===== config.mk =====
export PLATFORM = sky130hd
export DESIGN_NAME = nsr_cell
export DESIGN_NICKNAME = d
export VERILOG_FILES = /design/src/rtl/nsr_pkg.sv /design/src/rtl/nsr_cell.sv
export SDC_FILE = /design/constraint.sdc
export NUM_CORES = 1
export LEC_CHECK = 0
export ABC_AREA = 1
export BUFFER_PORTS_ARGS = -buffer_cell sky130_fd_sc_hd__buf_2
export CORE_MARGIN = 2
export CORE_UTILIZATION = 42
export DETAILED_ROUTE_END_ITERATION = 8
export PLACE_DENSITY = 0.79
export SYNTH_ARGS = -nofsm -noshare
export SYNTH_HDL_FRONTEND = slang
export SYNTH_SLANG_ARGS = --single-unit
export TNS_END_PERCENT = 100

===== constraint.sdc =====
create_clock -name clk -period 4.6 [get_ports clk]
set_input_delay 0.46 -clock clk [delete_from_list [all_inputs] [get_ports clk]]
set_output_delay 0.46 -clock clk [all_outputs]
set_load 0.02 [all_outputs]

===== src/rtl/nsr_pkg.sv =====
`default_nettype none
// ---------------------------------------------------------------------------
// nsr_pkg: shared types and constants
// Field widths, action codes and the entry and control structs used by the
// sorted retainer cells and the top level.
// ---------------------------------------------------------------------------
package nsr_pkg;

	localparam int KEY_W = 40;
	localparam int TAG_W = 16;
	localparam int CFG_W = 7;
	localparam int IDX_W = 6;
	localparam int OUT_CNT_W = 7;

	localparam logic ACT_OFFER = 1'b0;
	localparam logic ACT_READ  = 1'b1;

	localparam logic [CFG_W-1:0] KEEP_COUNT_RST = CFG_W'(10);

	typedef struct packed {
		logic [KEY_W-1:0] key;
		logic [TAG_W-1:0] tag;
	} nsr_entry_t;

	// broadcast to every cell for one item
	typedef struct packed {
		logic       write_en;
		logic       full;
		nsr_entry_t new_ent;
	} nsr_ctrl_t;

endpackage : nsr_pkg
`default_nettype wire


===== src/rtl/nsr_cell.sv =====
`default_nettype none
// ---------------------------------------------------------------------------
// nsr_cell: one table position
// Holds one entry, compares it with the offered key and takes the new item,
// its left neighbour, its right neighbour, or holds, as the insert demands.
// ---------------------------------------------------------------------------
module nsr_cell
	import nsr_pkg::*;
(
	input  wire logic       clk,
	input  wire nsr_ctrl_t  ctrl,
	input  wire logic       in_use,
	input  wire logic       le_left,
	input  wire logic       le_right,
	input  wire nsr_entry_t ent_left,
	input  wire nsr_entry_t ent_right,
	output logic            le,
	output nsr_entry_t      ent
);

	nsr_entry_t ent_q;
	nsr_entry_t ent_d;

	// flag a stored entry at or below the offered key
	assign le  = in_use && (ent_q.key <= ctrl.new_ent.key);
	assign ent = ent_q;

	// choose the next content
	always_comb begin
		ent_d = ent_q;
		if (ctrl.full) begin
			// drop the smallest: slide lower part down, place below first greater
			if (le_right) begin
				ent_d = ent_right;
			end else if (le) begin
				ent_d = ctrl.new_ent;
			end
		end else begin
			// open a gap: shift the upper part up
			if (!le) begin
				if (le_left) begin
					ent_d = ctrl.new_ent;
				end else begin
					ent_d = ent_left;
				end
			end
		end
	end

	always_ff @(posedge clk) begin
		if (ctrl.write_en) begin
			ent_q <= ent_d;
		end
	end

endmodule : nsr_cell
`default_nettype wire

# == Yosys cells after proc, flatten, opt, wreduce, memory -nomap -nowiden ==
# Cells that the tools add are included.
# totals
regBits,56
in_bits,174
elab_cells,12
# classes
n_lt_le_gt_ge,1
eq_ne,2
n_mux,5
n_reduce_logical,2
# ops
cell,count
two-way mux 56 bit,5
<= comparator 40 bit,1
"!= test 3 x 1 -> 1 bit, second input constant",1
AND reduction 3 bit,1
"!= test 2 bit, second input constant",1
logical AND 1 bit,1

# == Longest topological paths before layout ==
# logic_depth
word_depth,5
mapped_depth,16

# == Worst setup path before layout ==
# Ideal clock, no wire load.
# synth_path
path_kind,register -> register
from,"register ent_q, in the netlist ent[55]"
to,"register ent_q, in the netlist ent[0], enable pin"
setup_time_ns,0.471
t_arrival_ns,3.962
required_time_ns,4.129
path_slack_ns,0.167
path_stages_with_launch,14
period_less_slack_ns,4.433
cell_sequence,edfxtp_1 > ha_1 > nand2_1 > nor2_2 > nand3_2 > nor2_2 > nand2_1 > nor2_1 > nor2_1 > nand2_2 > nand2_2 > nand3_1 > nand2_1 > nor2_1
# synth_via
elab_chain_len,4
word_cells_on_any_way,5
classes_between,1 x order compare; 2 x eq/ne; 2 x reduce/logical
# synth_rtl
element,line_no,text
"start, declared",nsr_cell.sv:21,nsr_entry_t ent_q;
"start signal, assigned",nsr_cell.sv:52,ent_q <= ent_d;
<= comparator 40 bit (*),nsr_cell.sv:25,assign le = in_use && (ent_q.key <= ctrl.new_ent.key);
logical AND 1 bit (*),nsr_cell.sv:25,
!= test 3 x 1 -> 1 bit (no source line) / != test 2 bit (equally long branches),n/a,
AND reduction 3 bit (no source line) (*),n/a,
# Every way passes the cells marked *; elsewhere a longest branch is shown, timed or not.
# A chain may end at the register's enable or synchronous reset.

# == Worst setup path in the final report ==
# layout_path
from,"register ent_q, in the netlist ent[39]"
to,"register ent_q, in the netlist ent[24], enable pin"
# The elaborated chain is that of the path after synthesis.

==> flow_metrics.tcl <==
set metrics [dict create \
    regToRegStartpoint "ent[39]" \
    swShare_pct 31.55 \
    area_growth_syn_to_layout_pct 30.80 \
    critPathSlowestCell "nor2_4" \
    worstSetupPathType "flop to flop" \
    synth-seq-cells 56 \
    cp.required_ns 4.60 \
    cts_sinks 56 \
    drt-initial-drc-count 353 \
    hold_start "ent_right[41]" \
    synth_top_area_cell "edfxtp_1" \
    die_y_microns 105.6 \
    seq_area_sq_um 1682 \
    power_frac_seq_pct 46.0 \
    max_stage_delay_ns 0.60 \
    yosysWarnings 0 \
    finalSetupTns_ns 0 \
    timing.final.crit_share_pct 63.26 \
    cp.arrival_ns 2.91 \
    synthMostInstantiatedCell "o21ai_0" \
    ant_nets 0 \
    finalSetupViolCount 0 \
    crit_path_end_kind "flop" \
    gp_congestion 0.7884 \
    cts_inserted_buffers 5 \
    internal_power_uw 952.2 \
    dieArea_sq_um 11160 \
    n_antenna_cell 0 \
    synth.avg_cell_area_sq_um 7.544 \
    grt_max_degree 96 \
    antenna_found_initial 0 \
    htreeDepth 2 \
    whs_ns 0.4586 \
    portBuffers 230 \
    drive_above_1_share_pct 31.93 \
    clk_root_buffer_cell "clkbuf_8" \
    grt_overflow_total 0 \
    initial_core_util_pct 42.59 \
    clock_latency_ns 0.30 \
    synth_largest_type_area_fraction_pct 38.77 \
    synth_top_flop_cell "edfxtp_1" \
    drcViolationCount 0 \
    worstPathCellList "ha_1 -> nand2_1 -> nor2_1 -> nand2_1 -> nor2_1 -> nand2_1 -> nor2_1 -> nor2_1 -> nand2_2 -> nand2_2 -> nand3_1 -> nand2_1 -> nor2_4 -> buf_12" \
    multi_input_area_sq_um 2290 \
    largest_reg_flops 56 \
    relSlewSlack_pct 42.79 \
    whs_endpoint "ent[41]" \
    total_power_uw 1391 \
    nets 996 \
    clk_path_buf_depth 2 \
    path_clk_slew_ns 0.10 \
    syn-cell-area_sq_um 4338 \
    first_pass_iters 4 \
    via_per_inst 5.097 \
    grt_pass1_wl_microns 19830 \
    routed_wl_microns 12310 \
    vdd_drop_max_mv 0.1222 \
    post_drt_wl_per_cell_microns 13.39 \
    fin_crit_ns 2.910 \
    r2r_end "ent[24]" \
    fin_worst_skew_ns 0.008573 \
    cp_max_fo 30 \
    hold_path_depth 3 \
    fmax_mhz 343.6 \
    combPwrFrac_pct 31.6 \
    synthArstFlopShare_pct 0 \
    r2r_slack_ns 1.69 \
    power_density_nw_per_um2 245.2 \
    rsz0062_at_grt "no" \
    cts_resized 0 \
    rows 37 \
    core_sq_um 10180 \
    tightestPinTransition_ns 0.8581 \
    fin_ws_ns 1.690 \
    io_pins 231 \
    run_status "finished clean" \
    r2r_cells 14 \
    chipWidth_microns 105.6 \
    hold_viol 0 \
    ys_types 23 \
    hp-class "input port to flop" \
    cts_setup_buffers 0 \
    drv_slew 0 \
    ys_seq_area_share_pct 38.77 \
    hold_buffers 0 \
    yosys-top-cells-count "149 x o21ai_0, 87 x nor2_1, 61 x nand2_1, 60 x inv_1, 56 x edfxtp_1" \
    nFillCells 1014 \
    power.leakage_uw 0.002775 \
    first_global_vias 4355 \
    cp-start-kind "flop" \
    synth_edf_count 56 \
    cap_viol_max_count 0 \
    dpl_worst_slack_ns 1.499 \
    dp_hpwl_microns 9252 \
    netlist_instances 575 \
    switchingPower_uw 438.9 \
    synth_area_leaders "edfxtp_1 39%, o21ai_0 17%, ha_1 12%" \
    vias 4684 \
    synth.net_count 789 \
    grt_util_all_layers_pct 21.63 \
    pwr-share-clk_pct 22.4 \
    cts_tree "yes" \
]
==> area by class of cell <==
type,instances,area share (%)
multi-input cells,424,40.35
flip-flops and latches,56,29.64
repair buffers,235,21.17
inverters,60,3.969
well taps,136,2.999
clock buffers,5,1.213
clock inverters,3,0.6615
==> how the worst max path moves through the flow <==
stage,startpoint,to,slack [ns]
floorplan,ent[55],ent[0],0.17
global placement,ctrl[55],ent[22],1.52
detailed placement,ctrl[55],ent[26],1.50
CTS,ent[55],ent[26],1.64
global route,ent[39],ent[21],1.42
finish,ent[39],ent[24],1.69
==> power by group through the flow <==
stage                     combinational (uW)  clock (uW)  sequential [uW]
after floorplan                          207           0              708
after global placement                   433           0              650
after detailed placement                 440           0              652
after CTS                                442         322              641
after global routing                     498         338              646
final                                    439         312              640
==> placed cells by master (no fill, tap or decap), drive strengths merged, types with 4 or more instances in the layout <==
master | synthesis | final
o22ai | 17 | 17
nor2 | 89 | 89
o21ai | 152 | 152
edfxtp | 56 | 56
buf | 12 | 235
nand3 | 4 | 4
ha | 40 | 40
a21oi | 54 | 54
clkbuf | 23 | 5
nand2 | 63 | 63
inv | 60 | 60
==> kinds of logic (layout without fill, tap and decap cells) <==
kind of cell             Yosys count  count (layout)  synth area share [%]
adder cells (fa/ha/maj)           40              40                 11.54
AND/OR/NAND/NOR                  158             158                 14.25
buffers and inverters             95             303                 8.624
AO/OA/AOI/OAI                    226             226                 26.82
flip-flops                        56              56                 38.77
==> worst max-delay path: cells and delay by family, from the launching register on <==
family,cells,cell delay [ns]
adders and majority gates,1,0.32
buffers and inverters,1,0.29
and+or+nand+nor,12,1.58
DFF,1,0.42
==> through the flow <==
stage / utilization (%) / instances / instance area (sq um)
global placement: 54.67 / 911 / 5568
detailed placement: 54.67 / 911 / 5568
global route: 55.71 / 919 / 5674
floorplan: - / 575 / 4338
CTS: 55.71 / 919 / 5674
finish: 55.71 / 919 / 5674
==> metal layers <==
layer  wire length [microns]  vias up  global-route usage [%]
met5                       0        -                       0
li1                        -     2397                       -
met2                    5951      208                   38.53
met4                     216        0                   5.169
met3                    1060       18                   4.762
met1                    5080     2061                   26.59
Power figures use the tool's default switching activity.
